[config.mk]
export PLATFORM = sky130hd
export DESIGN_NAME = bisection_square_root_top
export DESIGN_NICKNAME = d
export VERILOG_FILES = /design/src/sv/bsr_pkg.sv /design/src/sv/bsr_datapath.sv /design/src/sv/bsr_ctrl.sv /design/src/sv/bisection_square_root_top.sv
export VERILOG_INCLUDE_DIRS = /design/src /design/src/sv
export SDC_FILE = /design/constraint.sdc
export NUM_CORES = 2
export LEC_CHECK = 0
export BUFFER_PORTS_ARGS = -buffer_cell sky130_fd_sc_hd__buf_2
export CAP_MARGIN = 0
export CORE_MARGIN = 4
export CORE_UTILIZATION = 30
export DETAILED_ROUTE_END_ITERATION = 10
export SLEW_MARGIN = 15
export SYNTH_ARGS = -nofsm -noshare
export SYNTH_HDL_FRONTEND = slang
export SYNTH_SLANG_ARGS = --single-unit
[constraint.sdc]
create_clock -name clk_i -period 10.9 [get_ports clk_i]
set_clock_uncertainty 0.1 [all_clocks]
set_input_delay 2.18 -clock clk_i [delete_from_list [all_inputs] [get_ports clk_i]]
set_output_delay 2.18 -clock clk_i [all_outputs]
set_load 0.1 [all_outputs]
[src/sv/bisection_square_root_top_assert.svh]
// Assertion macros for the bisection square root block.
// Each macro expands to one labelled concurrent assertion clocked on clk_i
// and switched off while rst_ni is low.
`ifndef BISECTION_SQUARE_ROOT_TOP_ASSERT_SVH
`define BISECTION_SQUARE_ROOT_TOP_ASSERT_SVH

// Consequent must hold in the same cycle as the antecedent.
`define BSR_ASSERT_SAME(lbl, ante, cons, msg) \
  lbl: assert property (@(posedge clk_i) disable iff (!rst_ni) (ante) |-> (cons)) \
    else $error(msg);

// Consequent must hold in the cycle after the antecedent.
`define BSR_ASSERT_NEXT(lbl, ante, cons, msg) \
  lbl: assert property (@(posedge clk_i) disable iff (!rst_ni) (ante) |=> (cons)) \
    else $error(msg);

`endif

[src/sv/bsr_pkg.sv]
// ----------------------------------------------------------------------------
// bsr_pkg
// Shared widths, codes and control types of the bisection square root block.
// ----------------------------------------------------------------------------
`timescale 1ns / 1ps
`default_nettype none

package bsr_pkg;

  localparam int DATA_W        = 32;
  localparam int STATUS_W      = 2;
  localparam int ITER_W        = 7;
  localparam int FRAC_BITS_DEF = 16;
  localparam int MAX_ITER_DEF  = 100;
  localparam logic [DATA_W-1:0] TOL_RESET = 32'd66;

  typedef enum logic [STATUS_W-1:0] {
    ST_CONVERGED     = 2'd0,
    ST_EXACT         = 2'd1,
    ST_NOT_CONVERGED = 2'd2
  } status_e;

  typedef enum logic [1:0] {
    S_IDLE = 2'd0,
    S_MUL  = 2'd1,
    S_CMP  = 2'd2
  } state_e;

  // Sequencer commands to the datapath
  typedef struct packed {
    logic load;
    logic mul;
    logic step;
    logic emit_mid;
  } bsr_cmd_t;

  // Datapath flags back to the sequencer
  typedef struct packed {
    logic zero;
    logic one;
    logic hit;
    logic below;
  } bsr_flag_t;

endpackage

`default_nettype wire

[src/sv/bsr_datapath.sv]
// ----------------------------------------------------------------------------
// bsr_datapath
// Interval registers, shared squaring multiplier and tolerance compare.
// ----------------------------------------------------------------------------
`timescale 1ns / 1ps
`default_nettype none

module bsr_datapath #(
  parameter int FRAC_BITS = bsr_pkg::FRAC_BITS_DEF
) (
  input  wire logic                         clk_i,
  input  wire logic                         rst_ni,
  input  wire logic                         tolerance_we_i,
  input  wire logic [bsr_pkg::DATA_W-1:0]   tolerance_i,
  input  wire logic [bsr_pkg::DATA_W-1:0]   value_i,
  input  wire bsr_pkg::bsr_cmd_t            cmd_i,
  output bsr_pkg::bsr_flag_t                flag_o,
  output logic [bsr_pkg::DATA_W-1:0]        root_o
);

  localparam int DataW = bsr_pkg::DATA_W;
  localparam int SqW   = 2 * DataW;
  localparam int PadW  = SqW - DataW - FRAC_BITS;
  localparam logic [DataW-1:0] One = {{(DataW-1){1'b0}}, 1'b1} << FRAC_BITS;

  logic [DataW-1:0] tol_q;
  logic [DataW-1:0] val_q;
  logic [DataW-1:0] lo_q, hi_q, mid_q, up_q, dn_q, root_q;
  logic [DataW-1:0] lo_d, hi_d, mid_d, up_d, dn_d, root_d, hi_init;
  logic [SqW-1:0]   sq_q, sq_d;
  logic [DataW:0]   sum_up, sum_dn;
  logic [SqW-1:0]   target, tol_wide, diff;
  logic [SqW:0]     sub_sq;

  always_ff @(posedge clk_i or negedge rst_ni) begin
    if (!rst_ni) begin
      tol_q <= bsr_pkg::TOL_RESET;
    end else if (tolerance_we_i) begin
      tol_q <= tolerance_i;
    end
  end

  assign hi_init = (value_i > One) ? value_i : One;

  // Both candidate midpoints for the next step are ready with the square
  assign sum_up = {1'b0, mid_q} + {1'b0, hi_q};
  assign sum_dn = {1'b0, lo_q} + {1'b0, mid_q};
  assign up_d   = sum_up[DataW:1];
  assign dn_d   = sum_dn[DataW:1];
  assign sq_d   = SqW'(mid_q) * SqW'(mid_q);

  assign target   = {{PadW{1'b0}}, val_q, {FRAC_BITS{1'b0}}};
  assign tol_wide = {{PadW{1'b0}}, tol_q, {FRAC_BITS{1'b0}}};
  assign sub_sq   = {1'b0, sq_q} - {1'b0, target};
  assign diff     = sub_sq[SqW] ? (target - sq_q) : sub_sq[SqW-1:0];

  assign flag_o.zero  = (value_i == '0);
  assign flag_o.one   = (value_i == One);
  assign flag_o.below = sub_sq[SqW];
  assign flag_o.hit   = (diff <= tol_wide);

  always_comb begin
    lo_d   = lo_q;
    hi_d   = hi_q;
    mid_d  = mid_q;
    root_d = root_q;
    if (cmd_i.load) begin
      lo_d   = '0;
      hi_d   = hi_init;
      mid_d  = hi_init >> 1;
      root_d = flag_o.zero ? '0 : One;
    end else if (cmd_i.step) begin
      if (flag_o.below) begin
        lo_d  = mid_q;
        mid_d = up_q;
      end else begin
        hi_d  = mid_q;
        mid_d = dn_q;
      end
    end else if (cmd_i.emit_mid) begin
      root_d = mid_q;
    end
  end

  always_ff @(posedge clk_i) begin
    lo_q   <= lo_d;
    hi_q   <= hi_d;
    mid_q  <= mid_d;
    root_q <= root_d;
    if (cmd_i.load) begin
      val_q <= value_i;
    end
    if (cmd_i.mul) begin
      sq_q <= sq_d;
      up_q <= up_d;
      dn_q <= dn_d;
    end
  end

  assign root_o = root_q;

endmodule

`default_nettype wire

[src/sv/bsr_ctrl.sv]
// ----------------------------------------------------------------------------
// bsr_ctrl
// Sequencer: accepts transactions, counts iterations and issues the result.
// ----------------------------------------------------------------------------
`timescale 1ns / 1ps
`default_nettype none

module bsr_ctrl #(
  parameter int MAX_ITERATIONS = bsr_pkg::MAX_ITER_DEF
) (
  input  wire logic                          clk_i,
  input  wire logic                          rst_ni,
  input  wire logic                          start,
  output logic                               busy,
  input  wire bsr_pkg::bsr_flag_t            flag_i,
  output bsr_pkg::bsr_cmd_t                  cmd_o,
  output logic                               valid_o,
  output logic [bsr_pkg::STATUS_W-1:0]       status_o,
  output logic [bsr_pkg::ITER_W-1:0]         iteration_o
);

  `include "bisection_square_root_top_assert.svh"

  localparam int IterW    = (MAX_ITERATIONS > 1) ? $clog2(MAX_ITERATIONS) : 1;
  localparam int IterOutW = bsr_pkg::ITER_W;
  localparam logic [IterW-1:0] IterLast = IterW'(MAX_ITERATIONS - 1);

  bsr_pkg::state_e  state_q, state_d;
  logic [IterW-1:0] iter_q, iter_d;
  logic             valid_q, valid_d;
  bsr_pkg::status_e status_q, status_d;
  logic [IterOutW-1:0] iter_out_q, iter_out_d;

  always_ff @(posedge clk_i or negedge rst_ni) begin
    if (!rst_ni) begin
      state_q <= bsr_pkg::S_IDLE;
      iter_q  <= '0;
      valid_q <= 1'b0;
    end else begin
      state_q <= state_d;
      iter_q  <= iter_d;
      valid_q <= valid_d;
    end
  end

  always_ff @(posedge clk_i) begin
    status_q   <= status_d;
    iter_out_q <= iter_out_d;
  end

  always_comb begin
    state_d    = state_q;
    iter_d     = iter_q;
    valid_d    = 1'b0;
    status_d   = status_q;
    iter_out_d = iter_out_q;
    cmd_o      = '0;
    case (state_q)
      bsr_pkg::S_IDLE: begin
        if (start) begin
          cmd_o.load = 1'b1;
          iter_d     = '0;
          if (flag_i.zero || flag_i.one) begin
            valid_d    = 1'b1;
            status_d   = bsr_pkg::ST_EXACT;
            iter_out_d = '0;
          end else begin
            state_d = bsr_pkg::S_MUL;
          end
        end
      end
      bsr_pkg::S_MUL: begin
        cmd_o.mul = 1'b1;
        state_d   = bsr_pkg::S_CMP;
      end
      bsr_pkg::S_CMP: begin
        if (flag_i.hit) begin
          cmd_o.emit_mid = 1'b1;
          valid_d        = 1'b1;
          status_d       = bsr_pkg::ST_CONVERGED;
          iter_out_d     = IterOutW'(iter_q);
          state_d        = bsr_pkg::S_IDLE;
        end else if (iter_q == IterLast) begin
          cmd_o.emit_mid = 1'b1;
          valid_d        = 1'b1;
          status_d       = bsr_pkg::ST_NOT_CONVERGED;
          iter_out_d     = '0;
          state_d        = bsr_pkg::S_IDLE;
        end else begin
          // narrow the interval and go round again
          cmd_o.step = 1'b1;
          iter_d     = iter_q + IterW'(1);
          state_d    = bsr_pkg::S_MUL;
        end
      end
      default: begin
        state_d = bsr_pkg::S_IDLE;
      end
    endcase
  end

  assign busy        = (state_q != bsr_pkg::S_IDLE);
  assign valid_o     = valid_q;
  assign status_o    = status_q;
  assign iteration_o = iter_out_q;

  `BSR_ASSERT_SAME(a_valid_when_idle, valid_q, state_q == bsr_pkg::S_IDLE, "result while busy")
  `BSR_ASSERT_NEXT(a_mul_then_cmp, state_q == bsr_pkg::S_MUL, state_q == bsr_pkg::S_CMP, "square not compared")
  `BSR_ASSERT_SAME(a_iter_bound, state_q != bsr_pkg::S_IDLE, iter_q <= IterLast, "iteration count past limit")
  `BSR_ASSERT_NEXT(a_special_exact, state_q == bsr_pkg::S_IDLE && start && (flag_i.zero || flag_i.one), valid_q && status_q == bsr_pkg::ST_EXACT, "endpoint case not exact")
  `BSR_ASSERT_SAME(a_noconv_iter, valid_q && status_q == bsr_pkg::ST_NOT_CONVERGED, iter_out_q == '0, "limit result with nonzero index")

endmodule

`default_nettype wire

[src/sv/bisection_square_root_top.sv]
// ----------------------------------------------------------------------------
// bisection_square_root_top
// Square root of an unsigned fixed-point number by interval bisection.
// ----------------------------------------------------------------------------
// Usage:
//   Drive value_i and raise start while busy is low; the transaction is taken
//   at that clock edge. busy stays high while the search runs.
//   Exactly one result follows each transaction: root_o, status_o and
//   iteration_o are valid for the single cycle in which valid_o is high.
//   The receiver cannot stall; it must take the result in that cycle.
//   A value of zero or of exactly 1.0 gives its result in the cycle after
//   acceptance. Otherwise each bisection step passes through a square state
//   and a compare state on the shared 32x32 squaring multiplier and compare,
//   and the search ends when the square lies within tolerance of the value or
//   when the iteration limit is reached.
//   busy falls as valid_o rises, so the next start may be taken in the cycle
//   the result is shown.
//   tolerance_i is written at any edge with tolerance_we_i high; write it only
//   while busy is low. Reset clears the sequencer and sets tolerance to 66.
// ----------------------------------------------------------------------------
`timescale 1ns / 1ps
`default_nettype none

module bisection_square_root_top #(
  parameter int MAX_ITERATIONS = bsr_pkg::MAX_ITER_DEF,
  parameter int FRAC_BITS      = bsr_pkg::FRAC_BITS_DEF
) (
  input  wire logic                          clk_i,
  input  wire logic                          rst_ni,
  input  wire logic                          tolerance_we_i,
  input  wire logic [bsr_pkg::DATA_W-1:0]    tolerance_i,
  input  wire logic                          start,
  output logic                               busy,
  input  wire logic [bsr_pkg::DATA_W-1:0]    value_i,
  output logic                               valid_o,
  output logic [bsr_pkg::DATA_W-1:0]         root_o,
  output logic [bsr_pkg::STATUS_W-1:0]       status_o,
  output logic [bsr_pkg::ITER_W-1:0]         iteration_o
);

  bsr_pkg::bsr_cmd_t  cmd;
  bsr_pkg::bsr_flag_t flag;

  bsr_datapath #(
    .FRAC_BITS (FRAC_BITS)
  ) u_datapath (
    .clk_i          (clk_i),
    .rst_ni         (rst_ni),
    .tolerance_we_i (tolerance_we_i),
    .tolerance_i    (tolerance_i),
    .value_i        (value_i),
    .cmd_i          (cmd),
    .flag_o         (flag),
    .root_o         (root_o)
  );

  bsr_ctrl #(
    .MAX_ITERATIONS (MAX_ITERATIONS)
  ) u_ctrl (
    .clk_i       (clk_i),
    .rst_ni      (rst_ni),
    .start       (start),
    .busy        (busy),
    .flag_i      (flag),
    .cmd_o       (cmd),
    .valid_o     (valid_o),
    .status_o    (status_o),
    .iteration_o (iteration_o)
  );

endmodule

`default_nettype wire
==> run metrics <==
Post-Synth Simple-Gate Area=12.1%; largest net degree at the start of global routing=66; Slew Limit Fails=0; gpl congestion=approximately 0.94; PortBufs=110; DPL Wire Length=around 130 mm; utilization after layout=between 30% and 40%; sequential area share after synthesis=between 15 and 20%; vias in the first global route=between 30,000 and 40,000; classification of the worst setup path=reg2reg; final worst setup slack=roughly 1.6 ns; Worst Setup Start Kind=flip-flop; Final Instance Area=54,000 µm²; slowest CP cell=edfxtp_1; Post-Syn Instances=roughly 5,200; root buffer cell=clkbuf_16; worst-path maximum fanout=21; Tcrit/Tclk final=between 80 and 90%; Worst path max stage delay=between 1 and 1.5 ns; Final #Nets=about 6,500; DR iter-0 viols=about 2,900; max_slew headroom=between 10 and 15%; Post-CTS Resized=0; clk sink count=~340; Worst Setup End Kind=flip-flop; layout cell share with drive strength beyond 1=5.94%; compound-cell area share of the yosys netlist=~9.9%; Syn-to-layout area delta=8.80%; WP data arrival=~9.6 ns; synthesis-stage register bit count=approximately 340; Area after DPL=around 53,000 µm²; mux cell area share after synthesis=around 1.5%; crit-path most repeated cell=fa_1; vias per std cell=about 4.9; final setup fails=0; DIE AREA=172,000 µm²; CTS H-tree depth=2; Synth Area in XOR/XNOR=around 3.3%; Clock Latency Late Sink=0.58 ns; Main synth FF type=edfxtp_1; max-cap violations=0; WP data required=11.11 ns; # Post-CTS Setup Buffers=0; deepest clock path buffer count=3; Cell Area, Synth=between 40,000 and 50,000 µm²; post-route minimum period=9.34 ns; syn_area_per_cell=roughly 9.6 µm²; initial core utilization=30.1%; setup TNS=0 ns; Final ANT Viol Nets=0; Via Count=about 37,000; final hold vios=0; Chip Width=415 µm; boundary pin count=between 100 and 150; number of flops mapped to enable cells by yosys=approximately 260; initial antenna violation count=10; Num CTS Buffers=38; status=completed; drt pass-1 iters=5; Die Ht=approximately 410 µm; pre-CTS WS=between 1.5 and 2 ns; hold buffers post-CTS=0; first-pass GRT wire length=roughly 240 mm; Yosys warnings=0; Core ar.=between 150,000 and 200,000 µm²; Total Routing Usage GR=17.8%; Worst-path clk slew=0.08 ns; largest family of logic cells by synthesized area=adder cells; Site Rows=roughly 150; WL final=approximately 150 mm; drt wl/cell=around 21 µm; Worst-Margin Slew=around 1.3 ns; fmax=107 MHz; RSZ-0062 raised after global routing=no; CTS tree=built; GR Overflow Total=0; Async S/R FF share, synth=between 10% and 20%; DR DRC count=0; unique cell type count in the Yosys netlist=100; Post-Synth Adder-Cell Area=about 44%; HP Class=reg2reg
[flip-flops by register name (all words and copies together) (netlist names), 32 cells and up]
register	count
u_datapath.hi_q	32
u_datapath.dn_q	32
u_datapath.tol_q	32
u_datapath.lo_q	32
u_datapath.val_q	32
u_datapath.up_q	32
u_datapath.mid_q	32
u_datapath.root_o	32
u_datapath.sq_q	63
[layout make-up]
| class | count | area [µm²] |
|---|---|---|
| Fill cell | 17000 | 111000 |
| Inverter | 1146 | 4300 |
| Tap cell | 2189 | 2740 |
| Clock inverter | 23 | 258 |
| Sequential cell | 338 | 9610 |
| Timing Repair Buffer | 176 | 1080 |
| Multi-Input combinational cell | 3521 | 35000 |
| Antenna cell | 5 | 12.5 |
| Clock buffer | 47 | 1040 |
[layout by cell type (no fill, tap or decap), types with 22 or more instances in the layout]
cell type,n
inv_1,1145
fa_1,796
nand2_1,542
ha_1,452
edfxtp_1,263
and2_1,243
a21oi_1,240
nor2_1,171
o21ai_0,171
xnor2_1,124
buf_2,110
a21o_1,89
mux2i_1,72
xor2_1,63
buf_4,63
nand3_1,52
nand4_1,43
dfrtp_1,40
clkbuf_16,39
o21bai_1,37
nor3_1,35
dfxtp_1,33
o21a_1,32
a31oi_1,26
a31o_2,24
and3_1,22
[critical path, delay by kind of cell (launching register included)]
family,cells,cell delay (ns)
flip-flops,1,1.15
buffers and inverters,6,0.32
AO/OA/AOI/OAI,7,2.14
XOR/XNOR,2,0.38
adder cells (fa/ha/maj),9,4.19
AND/OR/NAND/NOR,4,0.75
[cell families (layout without fill, tap and decap cells)]
family                   after synthesis  after routing
XOR/XNOR                             187            187
other                                  1              7
AO/OA/AOI/OAI                        777            777
AND/OR/NAND/NOR                     1233           1233
flip-flops                           338            338
multiplexers                          74             74
buffers and inverters               1329           1392
adder cells (fa/ha/maj)             1248           1248
[final timing paths]
path | endpoint | start | slack (ns) | cells after the start
worst min register to register | u_datapath.lo_q[27] | u_datapath.lo_q[27] | 0.37 | 2
max in group asynchronous | u_datapath.tol_q[2] | rst_ni | 8.39 | 1
worst max-delay path | u_datapath.sq_q[58] | u_datapath.mid_q[13] | 1.56 | 28
worst max register to register | u_datapath.sq_q[58] | u_datapath.mid_q[13] | 1.56 | 28
worst min-delay path | u_datapath.lo_q[27] | u_datapath.lo_q[27] | 0.37 | 2
min in group asynchronous | u_datapath.tol_q[22] | rst_ni | 1.69 | 1
[per-stage QoR]
step,cells,hold slack [ns]
after detailed placement,7370,0.358
after floorplan,5188,0.324
after CTS,7440,0.369
after global routing,7444,0.385
after global placement,7370,0.350
final,7445,0.366
[Yosys cell counts, types with 8 or more instances]
cell type	instances	area share [%]
o21ai_0	172	1.7
nor2b_1	21	0.26
fa_1	796	32
o211ai_1	13	0.20
and4_1	9	0.16
a31oi_1	26	0.33
nand2b_1	18	0.23
buf_2	29	0.29
o31ai_1	15	0.23
mux2i_1	72	1.5
xnor2_1	124	2.2
a21oi_1	240	2.4
a211o_1	8	0.14
and2_1	243	3.1
edfxtp_1	263	16
dfxtp_1	33	1.3
o21a_1	32	0.48
nor4_1	19	0.24
nand4_1	43	0.54
or2_2	10	0.13
clkbuf_1	141	1.1
a31o_2	24	0.42
o21bai_1	37	0.56
inv_1	1146	8.7
dfrtp_1	40	2.0
a211oi_1	16	0.24
xor2_1	63	1.1
or3_1	11	0.14
and3_1	22	0.28
nor3_1	35	0.35
o21ai_1	16	0.16
ha_1	452	11
nor2_1	171	1.3
a21o_1	89	1.3
nand2_1	544	4.1
nand3_1	52	0.52
[layer usage]
metal  part of all wire, %  up-vias  global-route usage (%)
met5                     0        -                       0
li1                      -    16600                       -
met4                   4.8        0                    7.21
met3                   6.2      276                    1.93
met2                    46     1314                    29.5
met1                    43    18600                    23.9
Power is left out: the tool's default activity adds up to more than one toggle a clock period on the data nets, which glitch-free logic cannot reach.
